## src/sv/ssp_pkg.sv

```systemverilog
// shared types and constants for the shelf sprite placer
// no dependencies; imported by the interfaces, the placement core and the top level
package ssp_pkg;

    localparam int MAX_SIDE    = 4096;
    localparam int DIM_W       = 13;
    localparam int POS_W       = 12;
    localparam int RGBA_W      = 32;

    localparam logic [DIM_W-1:0] SHEET_RESET = DIM_W'(512);
    // largest side the sheet can have, clipped to what a 13-bit register can hold
    localparam logic [DIM_W-1:0] SIDE_CAP =
        (MAX_SIDE > (2 ** DIM_W - 1)) ? {DIM_W{1'b1}} : DIM_W'(MAX_SIDE);

    typedef struct packed {
        logic              start_of_sprite;
        logic [DIM_W-1:0]  spr_width;
        logic [DIM_W-1:0]  spr_height;
        logic [RGBA_W-1:0] pixel_rgba;
    } t_pixel_in;

    typedef struct packed {
        logic              non_square;
        logic              widths_differ;
        logic              overflowed;
    } t_flags;

    typedef struct packed {
        logic [POS_W-1:0]  dest_x;
        logic [POS_W-1:0]  dest_y;
        logic [RGBA_W-1:0] out_rgba;
        t_flags            flags;
    } t_pixel_out;

endpackage

```

## src/sv/ssp_if.sv

```systemverilog
// valid/ready channel interfaces for sprite pixels in and placed pixels out
// depends on ssp_pkg for field widths
interface ssp_in_if
    import ssp_pkg::*;
();
    logic              valid;
    logic              ready;
    logic              start_of_sprite;
    logic [DIM_W-1:0]  spr_width;
    logic [DIM_W-1:0]  spr_height;
    logic [RGBA_W-1:0] pixel_rgba;

    modport source (output valid, start_of_sprite, spr_width, spr_height, pixel_rgba,
                    input ready);
    modport sink   (input valid, start_of_sprite, spr_width, spr_height, pixel_rgba,
                    output ready);
endinterface

interface ssp_out_if
    import ssp_pkg::*;
();
    logic              valid;
    logic              ready;
    logic [POS_W-1:0]  dest_x;
    logic [POS_W-1:0]  dest_y;
    logic [RGBA_W-1:0] out_rgba;
    logic              overflowed;
    logic              widths_differ;
    logic              non_square;

    modport source (output valid, dest_x, dest_y, out_rgba, overflowed, widths_differ,
                    non_square, input ready);
    modport sink   (input valid, dest_x, dest_y, out_rgba, overflowed, widths_differ,
                    non_square, output ready);
endinterface

```

## src/sv/ssp_place.sv

```systemverilog
// placement core: cursor, shelf and sprite-local counters, sticky flags, sheet size
// depends on ssp_pkg; state advances on i_fire, result is combinational from state and pixel
module ssp_place
    import ssp_pkg::*;
(
    input  logic             i_clk,
    input  logic             i_rst_n,
    input  logic             i_cfg_we,
    input  logic [DIM_W-1:0] i_cfg_data,
    input  logic             i_fire,
    input  t_pixel_in        i_pix,
    output logic             o_emit,
    output t_pixel_out       o_result
);

    logic [DIM_W-1:0] r_sheet_size;
    logic [DIM_W-1:0] r_cursor_x, n_cursor_x;
    logic [DIM_W-1:0] r_cursor_y, n_cursor_y;
    logic [DIM_W-1:0] r_row_tallest, n_row_tallest;
    logic [DIM_W-1:0] r_prev_width, n_prev_width;
    logic [DIM_W-1:0] r_place_x, n_place_x;
    logic [DIM_W-1:0] r_place_y, n_place_y;
    logic [POS_W-1:0] r_col, n_col;
    logic [POS_W-1:0] r_row, n_row;
    t_flags           r_flags, n_flags;

    logic [DIM_W-1:0] side, w, h, cx_place, px, py;
    logic [DIM_W:0]   sum_x, dx, x_next;
    logic [DIM_W+1:0] cy_try, cy_end;
    logic             wrap, ovf;
    logic [POS_W-1:0] x, y;
    logic             corner_x, corner_y;
    logic [DIM_W:0]   dy;

    always_comb begin
        side = (r_sheet_size > SIDE_CAP) ? SIDE_CAP : r_sheet_size;
        w    = (i_pix.spr_width  == '0) ? DIM_W'(1) : i_pix.spr_width;
        h    = (i_pix.spr_height == '0) ? DIM_W'(1) : i_pix.spr_height;

        // shelf placement for a start pixel
        sum_x  = {1'b0, r_cursor_x} + {1'b0, w};
        wrap   = sum_x > {1'b0, side};
        cy_try = wrap ? ({2'b0, r_cursor_y} + {2'b0, r_row_tallest}) : {2'b0, r_cursor_y};
        cy_end = cy_try + {2'b0, h};
        ovf    = cy_end > {2'b0, side};
        cx_place = wrap ? '0 : r_cursor_x;

        n_cursor_x    = r_cursor_x;
        n_cursor_y    = r_cursor_y;
        n_row_tallest = r_row_tallest;
        n_prev_width  = r_prev_width;
        n_place_x     = r_place_x;
        n_place_y     = r_place_y;
        n_flags       = r_flags;

        if (i_pix.start_of_sprite) begin
            n_cursor_x   = cx_place + w;
            n_cursor_y   = ovf ? '0 : cy_try[DIM_W-1:0];
            // a wrapped row starts with this sprite's height only
            n_row_tallest = (wrap || (h > r_row_tallest)) ? h : r_row_tallest;
            n_prev_width = w;
            n_place_x    = cx_place;
            n_place_y    = n_cursor_y;
            if ((r_prev_width != '0) && (r_prev_width != w)) n_flags.widths_differ = 1'b1;
            if (w != h) n_flags.non_square = 1'b1;
            if (ovf) n_flags.overflowed = 1'b1;
        end

        px = n_place_x;
        py = n_place_y;
        x  = i_pix.start_of_sprite ? '0 : r_col;
        y  = i_pix.start_of_sprite ? '0 : r_row;

        corner_x = (x == '0) || ({1'b0, x} == (w - DIM_W'(1)));
        corner_y = (y == '0) || ({1'b0, y} == (h - DIM_W'(1)));
        dx = {1'b0, px} + {2'b0, x};
        dy = {1'b0, py} + {2'b0, y};

        o_emit = !(corner_x && corner_y) && (dx < {1'b0, side}) && (dy < {1'b0, side});
        o_result.dest_x   = dx[POS_W-1:0];
        o_result.dest_y   = dy[POS_W-1:0];
        o_result.out_rgba = i_pix.pixel_rgba;
        o_result.flags    = n_flags;

        // step through the sprite in raster order
        x_next = {2'b0, x} + (DIM_W+1)'(1);
        if ((x_next >= {1'b0, w}) || (x == {POS_W{1'b1}})) begin
            n_col = '0;
            n_row = y + POS_W'(1);
        end else begin
            n_col = x_next[POS_W-1:0];
            n_row = y;
        end
    end

    always_ff @(posedge i_clk) begin
        if (!i_rst_n) begin
            r_sheet_size  <= SHEET_RESET;
            r_cursor_x    <= '0;
            r_cursor_y    <= '0;
            r_row_tallest <= '0;
            r_prev_width  <= '0;
            r_place_x     <= '0;
            r_place_y     <= '0;
            r_col         <= '0;
            r_row         <= '0;
            r_flags       <= '0;
        end else begin
            if (i_cfg_we) r_sheet_size <= i_cfg_data;
            if (i_fire) begin
                r_cursor_x    <= n_cursor_x;
                r_cursor_y    <= n_cursor_y;
                r_row_tallest <= n_row_tallest;
                r_prev_width  <= n_prev_width;
                r_place_x     <= n_place_x;
                r_place_y     <= n_place_y;
                r_col         <= n_col;
                r_row         <= n_row;
                r_flags       <= n_flags;
            end
        end
    end

endmodule

```

## src/sv/shelf_sprite_placer_top.sv

```systemverilog
// top level of the shelf sprite placer: input stage, placement core, output register
// depends on ssp_pkg, ssp_in_if / ssp_out_if and ssp_place
//
// Sprite pixels enter on i_pix in raster order, one per transfer; the first pixel of
// each sprite carries start_of_sprite together with the sprite's width and height.
// Placed pixels leave on o_pix with their sheet column and row, the colour unchanged
// and the three sticky flags as they stand after that pixel. Corner pixels of each
// sprite and pixels that land outside the sheet produce no output transfer.
// i_cfg_we / i_cfg_data write the sheet side; write it only while nothing is in flight.
// An accepted pixel is registered in the input stage and then in the output register
// before it is shown on o_pix. Throughput: one pixel per cycle while the receiver does
// not stall, set by the update of the cursor and sprite counters in the placement core.
// Reset (synchronous, active low) clears cursor, shelf, counters and flags, sets the
// sheet side to 512 and empties both stages.
// When the receiver stalls, the output register holds its pixel; one more pixel waits
// in the input stage, and i_pix.ready drops once that pixel also needs the output.
module shelf_sprite_placer_top
    import ssp_pkg::*;
(
    input  logic             i_clk,
    input  logic             i_rst_n,
    input  logic             i_cfg_we,
    input  logic [DIM_W-1:0] i_cfg_data,
    ssp_in_if.sink           i_pix,
    ssp_out_if.source        o_pix
);

    logic       r_s1_valid;
    t_pixel_in  r_s1;
    logic       r_out_valid;
    t_pixel_out r_out;

    logic       emit;
    logic       fire;
    logic       in_ready;
    t_pixel_out result;

    ssp_place u_place (
        .i_clk      (i_clk),
        .i_rst_n    (i_rst_n),
        .i_cfg_we   (i_cfg_we),
        .i_cfg_data (i_cfg_data),
        .i_fire     (fire),
        .i_pix      (r_s1),
        .o_emit     (emit),
        .o_result   (result)
    );

    // a dropped pixel never needs the output register
    assign fire     = r_s1_valid && (!emit || !r_out_valid || o_pix.ready);
    assign in_ready = !r_s1_valid || fire;

    always_ff @(posedge i_clk) begin
        if (!i_rst_n) begin
            r_s1_valid  <= 1'b0;
            r_out_valid <= 1'b0;
        end else begin
            if (in_ready) r_s1_valid <= i_pix.valid;
            if (fire && emit) begin
                r_out_valid <= 1'b1;
            end else if (o_pix.ready) begin
                r_out_valid <= 1'b0;
            end
        end
    end

    always_ff @(posedge i_clk) begin
        if (in_ready && i_pix.valid) begin
            r_s1.start_of_sprite <= i_pix.start_of_sprite;
            r_s1.spr_width       <= i_pix.spr_width;
            r_s1.spr_height      <= i_pix.spr_height;
            r_s1.pixel_rgba      <= i_pix.pixel_rgba;
        end
        if (fire && emit) r_out <= result;
    end

    assign i_pix.ready         = in_ready;
    assign o_pix.valid         = r_out_valid;
    assign o_pix.dest_x        = r_out.dest_x;
    assign o_pix.dest_y        = r_out.dest_y;
    assign o_pix.out_rgba      = r_out.out_rgba;
    assign o_pix.overflowed    = r_out.flags.overflowed;
    assign o_pix.widths_differ = r_out.flags.widths_differ;
    assign o_pix.non_square    = r_out.flags.non_square;

endmodule

```

## src/flat_wrapper.sv

```systemverilog
// flat-port wrapper written by rule: the top's interface ports become plain ports
module shelf_sprite_placer_top_flat import ssp_pkg::*;
  (i_clk, i_rst_n, i_cfg_we, i_cfg_data, i_pix_valid, i_pix_start_of_sprite, i_pix_spr_width, i_pix_spr_height, i_pix_pixel_rgba, i_pix_ready, o_pix_valid, o_pix_dest_x, o_pix_dest_y, o_pix_out_rgba, o_pix_overflowed, o_pix_widths_differ, o_pix_non_square, o_pix_ready);
  ssp_in_if i_pix_i ();
  ssp_out_if o_pix_i ();
  input  logic i_clk;
  input  logic i_rst_n;
  input  logic i_cfg_we;
  input  logic [DIM_W-1:0] i_cfg_data;
  input wire logic [$bits(i_pix_i.valid)-1:0] i_pix_valid;
  input wire logic [$bits(i_pix_i.start_of_sprite)-1:0] i_pix_start_of_sprite;
  input wire logic [$bits(i_pix_i.spr_width)-1:0] i_pix_spr_width;
  input wire logic [$bits(i_pix_i.spr_height)-1:0] i_pix_spr_height;
  input wire logic [$bits(i_pix_i.pixel_rgba)-1:0] i_pix_pixel_rgba;
  output wire logic [$bits(i_pix_i.ready)-1:0] i_pix_ready;
  output wire logic [$bits(o_pix_i.valid)-1:0] o_pix_valid;
  output wire logic [$bits(o_pix_i.dest_x)-1:0] o_pix_dest_x;
  output wire logic [$bits(o_pix_i.dest_y)-1:0] o_pix_dest_y;
  output wire logic [$bits(o_pix_i.out_rgba)-1:0] o_pix_out_rgba;
  output wire logic [$bits(o_pix_i.overflowed)-1:0] o_pix_overflowed;
  output wire logic [$bits(o_pix_i.widths_differ)-1:0] o_pix_widths_differ;
  output wire logic [$bits(o_pix_i.non_square)-1:0] o_pix_non_square;
  input wire logic [$bits(o_pix_i.ready)-1:0] o_pix_ready;
  assign i_pix_i.valid = i_pix_valid;
  assign i_pix_i.start_of_sprite = i_pix_start_of_sprite;
  assign i_pix_i.spr_width = i_pix_spr_width;
  assign i_pix_i.spr_height = i_pix_spr_height;
  assign i_pix_i.pixel_rgba = i_pix_pixel_rgba;
  assign i_pix_ready = i_pix_i.ready;
  assign o_pix_valid = o_pix_i.valid;
  assign o_pix_dest_x = o_pix_i.dest_x;
  assign o_pix_dest_y = o_pix_i.dest_y;
  assign o_pix_out_rgba = o_pix_i.out_rgba;
  assign o_pix_overflowed = o_pix_i.overflowed;
  assign o_pix_widths_differ = o_pix_i.widths_differ;
  assign o_pix_non_square = o_pix_i.non_square;
  assign o_pix_i.ready = o_pix_ready;
  shelf_sprite_placer_top u_core (.i_clk(i_clk), .i_rst_n(i_rst_n), .i_cfg_we(i_cfg_we), .i_cfg_data(i_cfg_data), .i_pix(i_pix_i), .o_pix(o_pix_i));
endmodule
```

## config.mk

```make
export PLATFORM = sky130hd
export DESIGN_NAME = shelf_sprite_placer_top_flat
export DESIGN_NICKNAME = d
export VERILOG_FILES = /design/src/sv/ssp_pkg.sv /design/src/sv/ssp_if.sv /design/src/sv/ssp_place.sv /design/src/sv/shelf_sprite_placer_top.sv /design/src/flat_wrapper.sv
export SDC_FILE = /design/constraint.sdc
export NUM_CORES = 1
export LEC_CHECK = 0
export ABC_AREA = 1
export ABC_CLOCK_PERIOD_IN_PS = 13500
export BUFFER_PORTS_ARGS = -buffer_cell sky130_fd_sc_hd__buf_2
export CORE_ASPECT_RATIO = 1.5
export CORE_MARGIN = 1.5
export CORE_UTILIZATION = 55
export CTS_CLUSTER_DIAMETER = 30
export DETAILED_ROUTE_END_ITERATION = 8
export PLACE_DENSITY = 0.76
export SLEW_MARGIN = 5
export SYNTH_ARGS = -nofsm -noshare
export SYNTH_HDL_FRONTEND = slang
export SYNTH_SLANG_ARGS = --single-unit
```

## constraint.sdc

```tcl
create_clock -name i_clk -period 13.5 [get_ports i_clk]
set_input_delay 2.7 -clock i_clk [delete_from_list [all_inputs] [get_ports i_clk]]
set_output_delay 2.7 -clock i_clk [all_outputs]
set_load 0.05 [all_outputs]
```

== Word level (Yosys, flattened, before mapping) ==
Cells that the tools add are included.

* Add/sub/neg operators: 10
* Eq/ne operators: 5
* Reductions and logical operators: 26
* Mux-type cells: 18
* $lt $le $gt $ge: 7

{| class="wikitable"
|+ Operators by type and width
! operator !! number
|-
| $mux 13 || 7
|-
| $mux 12 || 4
|-
| $add 13x12->14 || 2
|-
| $add 13x13->14 || 2
|-
| $lt 14x13->1 || 2
|-
| $eq 12x13->1 || 2
|-
| $logic_not 13->1 || 2
|-
| $ne 13x13->1 || 2
|-
| $sub 13x1->13 const B || 2
|-
| $logic_not 12->1 || 2
|-
| $add 14x13->15 || 1
|-
| $gt 15x13->1 || 1
|-
| $gt 14x13->1 || 1
|-
| $mux 14 || 1
|-
| $add 12x1->13 const B || 1
|-
| $add 13x13->13 || 1
|-
| $ge 13x13->1 || 1
|-
| $gt 13x13->1 || 1
|-
| $gt 13x13->1 const B || 1
|-
| $reduce_bool 13->1 || 1
|-
| $add 12x1->12 const B || 1
|-
| $eq 12x12->1 const B || 1
|-
| $logic_and 1x1->1 || 7
|-
| $logic_or 1x1->1 || 7
|-
| other kinds (6) || 13
|}

* Bits of input ports: 77
* Register bits after elaboration: 238
* Output and inout port bits: 61

== Depth between registers and ports, before layout ==
* Depth after elaboration: 18
* Gate-level depth with buffers: 82
* Depth with buffers taken out: 79

== Modules after synthesis ==
A second synthesis with hierarchy kept.

* Cells, all modules: 1946
* Area, all modules: 15497.4 um^2

{| class="wikitable"
|+ Modules (own cells, without submodules)
! module !! times used !! cells an instance !! area each (um^2) !! seq. area each (um^2)
|-
| ssp_place || 1 || 1810 || 11835.1 || 2362.3
|-
| shelf_sprite_placer_top || 1 || 136 || 3662.3 || 3583.4
|}

== Worst setup path before layout ==
OpenSTA, ideal clock, no wires.

* Path kind: reg2reg
* From: reg u_core.r_s1[46] (netlist name)
* To: reg u_core.r_s1[0] (netlist name) (enable)
* Buffers on the path: 3
* Clock period less this slack: 12.947 ns
* Required time: 12.989 ns
* Library setup time: 0.511 ns
* Slack: 0.553 ns
* Stages on the path, launching flop included: 74
* Arrival time: 12.436 ns
* Path through: edfxtp_1 -> nor2_2 -> nand2_1 -> nor2_2 -> nand2_4 -> nand2_2 -> ha_1 -> inv_1 -> fa_1 -> nand3b_1 -> and2_1 -> nor2_1 -> nor2_1 -> o21bai_1 -> a21oi_1 -> o21bai_1 -> a21oi_1 -> o21bai_1 -> (+38 left out) -> o21ai_0 -> nand3_1 -> nand2_1 -> a21oi_1 -> o21bai_1 -> xor2_1 -> inv_1 -> ha_1 -> nand2_1 -> inv_1 -> nand2_1 -> nand2_1 -> nand2_1 -> nand2_1 -> nor2_4 -> nand2_1 -> inv_1 -> a31oi_1

{| class="wikitable"
|+ RTL lines
! what !! line !! source
|-
| start, declared || shelf_sprite_placer_top.sv:29 || <nowiki>t_pixel_in r_s1;</nowiki>
|}

==> metrics.log <==
INFO  metric status = finished clean
INFO  metric synth_sequential_area_ratio = 0.374
INFO  metric synthesis.nets = about 2200
INFO  metric numPortBuffers = 137
INFO  metric critPathLaunchType = flop
INFO  metric cts_num_sinks = roughly 240
INFO  metric cp.arrival = 10.35 ns
INFO  metric dp_hpwl = between 30 and 40 mm
INFO  metric async_flop_share = 0
INFO  metric layout.core_utilization = 0.657
INFO  metric remaining_antenna_violation_count_after_routing = 0
INFO  metric cts_hold_buffers = 0
INFO  metric layout.cells.most_common_list = 415 x nand2_1, 204 x inv_1, 177 x nor2_1
INFO  metric tritoncts = built
INFO  metric max-clock-path-buffers = 3
INFO  metric worst_r2r_startpoint = u_core.r_s1[49]
INFO  metric crit_fanout = 5
INFO  metric syn_area_cell = between 8 and 9 um2
INFO  metric via_count_of_the_first_global_routing_pass = between 10000 and 15000
INFO  metric ys_ff_latch = 238
INFO  metric vdd.ir_drop.worst = around 0.11 mV
INFO  metric final_area = around 19000 um2
INFO  metric hold_path_startpoint = u_core.r_s1[4]
INFO  metric post_dp_cell_area = approximately 17000 um2
INFO  metric pin_count = around 140
INFO  metric timing.rr.end = u_core.o_pix.out_rgba[1]
INFO  metric cp-end-kind = output port
INFO  metric synth_edf_count = about 120
INFO  metric drt_first_pass_iters = 7
INFO  metric netlist_instances = 1974
INFO  metric area_of_the_die = 30000 um2
INFO  metric post_route_cells_drive_above_1_share = 0.195
INFO  metric r2r.worst_path.cells = 76
INFO  metric layout_overhead_on_the_synthesized_area = 18.3%
INFO  metric area_of_the_multi_input_gates = 8990 um2
INFO  metric achievable_freq = between 70 and 80 MHz
INFO  metric cts_buffers = 43
INFO  metric clk_pin_slew = 0.05 ns
INFO  metric hold-path-endpoint = u_core.o_pix.out_rgba[4]
INFO  metric post_synth_num_cell_types = approximately 60
INFO  metric sequential_cell_area = ~5900 um2
INFO  metric die_h = 211 um
INFO  metric ratio_of_final_minimum_period_to_clock_period = 0.967
INFO  metric wl = 47.3 mm
INFO  metric cellLeakagePower = between 8 and 9 nW
INFO  metric num_rows = between 70 and 80
INFO  metric yosys_warnings = 0
INFO  metric detailedRoute.firstIterationViolations = about 950
INFO  metric power_density = 126 nW/um2
INFO  metric critPathKind = flop to output port
INFO  metric synth_ff_type = dfxtp_1
INFO  metric cts-htree-levels = 2
INFO  metric starting_density_of_the_core = 0.555
INFO  metric clk-insertion-delay-late = 0.55 ns
INFO  metric cp_slowest_stage_delay = between 0.4 and 0.5 ns
INFO  metric area_of_the_placeable_core = 28600 um2
INFO  metric mostFrequentLayoutCell = nand2_1
INFO  metric worst_slew_margin_rel = 0.296
INFO  metric min_path_cells = 0
INFO  metric wire_per_inst = between 15 and 20 um
INFO  metric min_period = between 10 and 15 ns
INFO  metric worst-slew-pin-transition = ~1.1 ns
INFO  metric grt_antenna_before_repair = 0
INFO  metric global_route_wire_length_before_repair = 72.0 mm
INFO  metric grtUsageTotal = 0.313
INFO  metric worst_clock_skew = 0.0206 ns
INFO  metric syn_area = between 15000 and 20000 um2
INFO  metric die_w = about 140 um
INFO  metric drv.max_cap_violation_count = 0
INFO  metric drt-vias-per-instance = ~5.6
INFO  metric fillers = about 2400
INFO  metric globalRouteOverflowTotal = 0
INFO  metric via_count = 14300
INFO  metric n_antenna_cell = 0
INFO  metric critical-path-top-cell-by-count = nand2_1
INFO  metric largest_net_degree_at_the_start_of_global_routing = 70
INFO  metric crit_path_top_delay_cell = fa_2
INFO  metric finalSetupViolCount = 0
INFO  metric final_max_slew_viol_count = 0
INFO  metric drc_errors = 0
INFO  metric cp.required = roughly 11 ns
INFO  metric regToRegSetupSlack = 1.59 ns
INFO  metric gp_routability_congestion = approximately 1
INFO  metric min_path_type = flop to flop
INFO  metric design.final.nets = about 2400
INFO  metric final_hold_viol_count = 0
INFO  metric clock-root-buffer = clkbuf_16
## registers in the layout (all words and copies together), names as in the netlist, 13 cells and up
register and cells:
u_core.u_place.r_prev_width 13, u_core.u_place.r_place_x 13, u_core.u_place.r_sheet_size 13, u_core.r_s1 59, u_core.u_place.r_cursor_x 13, u_core.u_place.r_cursor_y 13, u_core.o_pix.out_rgba 32, u_core.u_place.r_place_y 13
u_core.u_place.r_row_tallest 13
## layer usage
layer,track usage,part of all wire
met5,0,0
met4,0.276,0.099
met3,0.0549,0.058
met2,0.546,0.49
met1,0.320,0.36
## per-stage QoR
| stage | TNS [ns] | power, mW | hold WS (ns) | worst slack [ns] | cells |
|---|---|---|---|---|---|
| after global routing | -0.148 | 2.46 | 0.421 | -0.148 | 2549 |
| after detailed placement | 0 | 1.26 | 0.405 | 0.217 | 2446 |
| after CTS | 0 | 2.33 | 0.412 | 0.00828 | 2528 |
| after floorplan | 0 | 1.14 | 0.400 | 0.553 | 1974 |
| final | 0 | 2.37 | 0.413 | 0.447 | 2549 |
| after global placement | 0 | 1.24 | 0.400 | 0.593 | 2446 |
## cell type report
| type | count | share of cell area |
|---|---|---|
| multi-input cells | 1433 | 0.478 |
| repair buffers | 186 | 0.0580 |
| clock inverters | 30 | 0.0154 |
| inverters | 222 | 0.0447 |
| well taps | 390 | 0.0260 |
| clock buffers | 50 | 0.0614 |
| flip-flops and latches | 238 | 0.316 |
## synthesized netlist by cell type, types with 8 or more instances
cell type,count,area share
a21o_1,9,0.0042
a21oi_1,153,0.048
a21oi_2,24,0.013
a22o_1,11,0.0061
buf_2,21,0.0066
clkbuf_1,44,0.010
dfxtp_1,120,0.15
edfxtp_1,118,0.22
ha_1,157,0.12
inv_1,211,0.050
inv_2,8,0.0019
nand2_1,423,0.10
nand2_2,42,0.017
nand3_1,74,0.023
nand4_1,35,0.014
nor2_1,180,0.043
nor2_2,10,0.0039
nor3_1,26,0.0082
nor4_1,10,0.0039
o21ai_0,86,0.027
xnor2_1,29,0.016
xor2_1,75,0.041
## report_power, final
part	total [mW]	switching, mW	internal, mW
Sequential	0.824	0.0258	0.799
Clock	1.06	0.396	0.665
Combinational	0.483	0.306	0.177
Total	2.37	0.728	1.64
## kinds of logic after synthesis
| kind of cell | synth area share |
|---|---|
| adder cells (fa/ha/maj) | 0.131 |
| buffers and inverters | 0.0812 |
| AND/OR/NAND/NOR | 0.228 |
| flip-flops | 0.374 |
| multiplexers | 0.00315 |
| XOR/XNOR | 0.0601 |
| AO/OA/AOI/OAI | 0.123 |
## critical path: cells and delay by family (launching register included)
family	cells	cell delay [ns]
xor gates and xnor gates	3	0.59
and+or+nand+nor	40	3.75
buffers and inverters	8	0.82
AOI/OAI and AO/OA	14	2.02
DFF	1	0.39
adders and majority gates	8	2.23
## worst max-delay path by stage
stage | slack [ns] | endpoint | start
floorplan | 0.55 | u_core.r_s1[0] | u_core.r_s1[46]
global placement | 0.59 | i_pix_ready | u_core.r_s1[45]
detailed placement | 0.22 | i_pix_ready | u_core.r_s1[48]
CTS | 0.008 | i_pix_ready | u_core.r_s1[48]
global route | -0.15 | i_pix_ready | u_core.r_s1[47]
finish | 0.45 | i_pix_ready | u_core.r_s1[49]
## what timing repair did
| action | 4_1_cts | 5_1_grt |
|---|---|---|
| buffers inserted | 2 | 19 |
| pin swaps | 0 | 35 |
| cloned | 0 | 2 |
| resized for setup | 17 | 66 |
| setup endpoints to repair | 1 | 1 |
(Power assumes the default switching activity.)
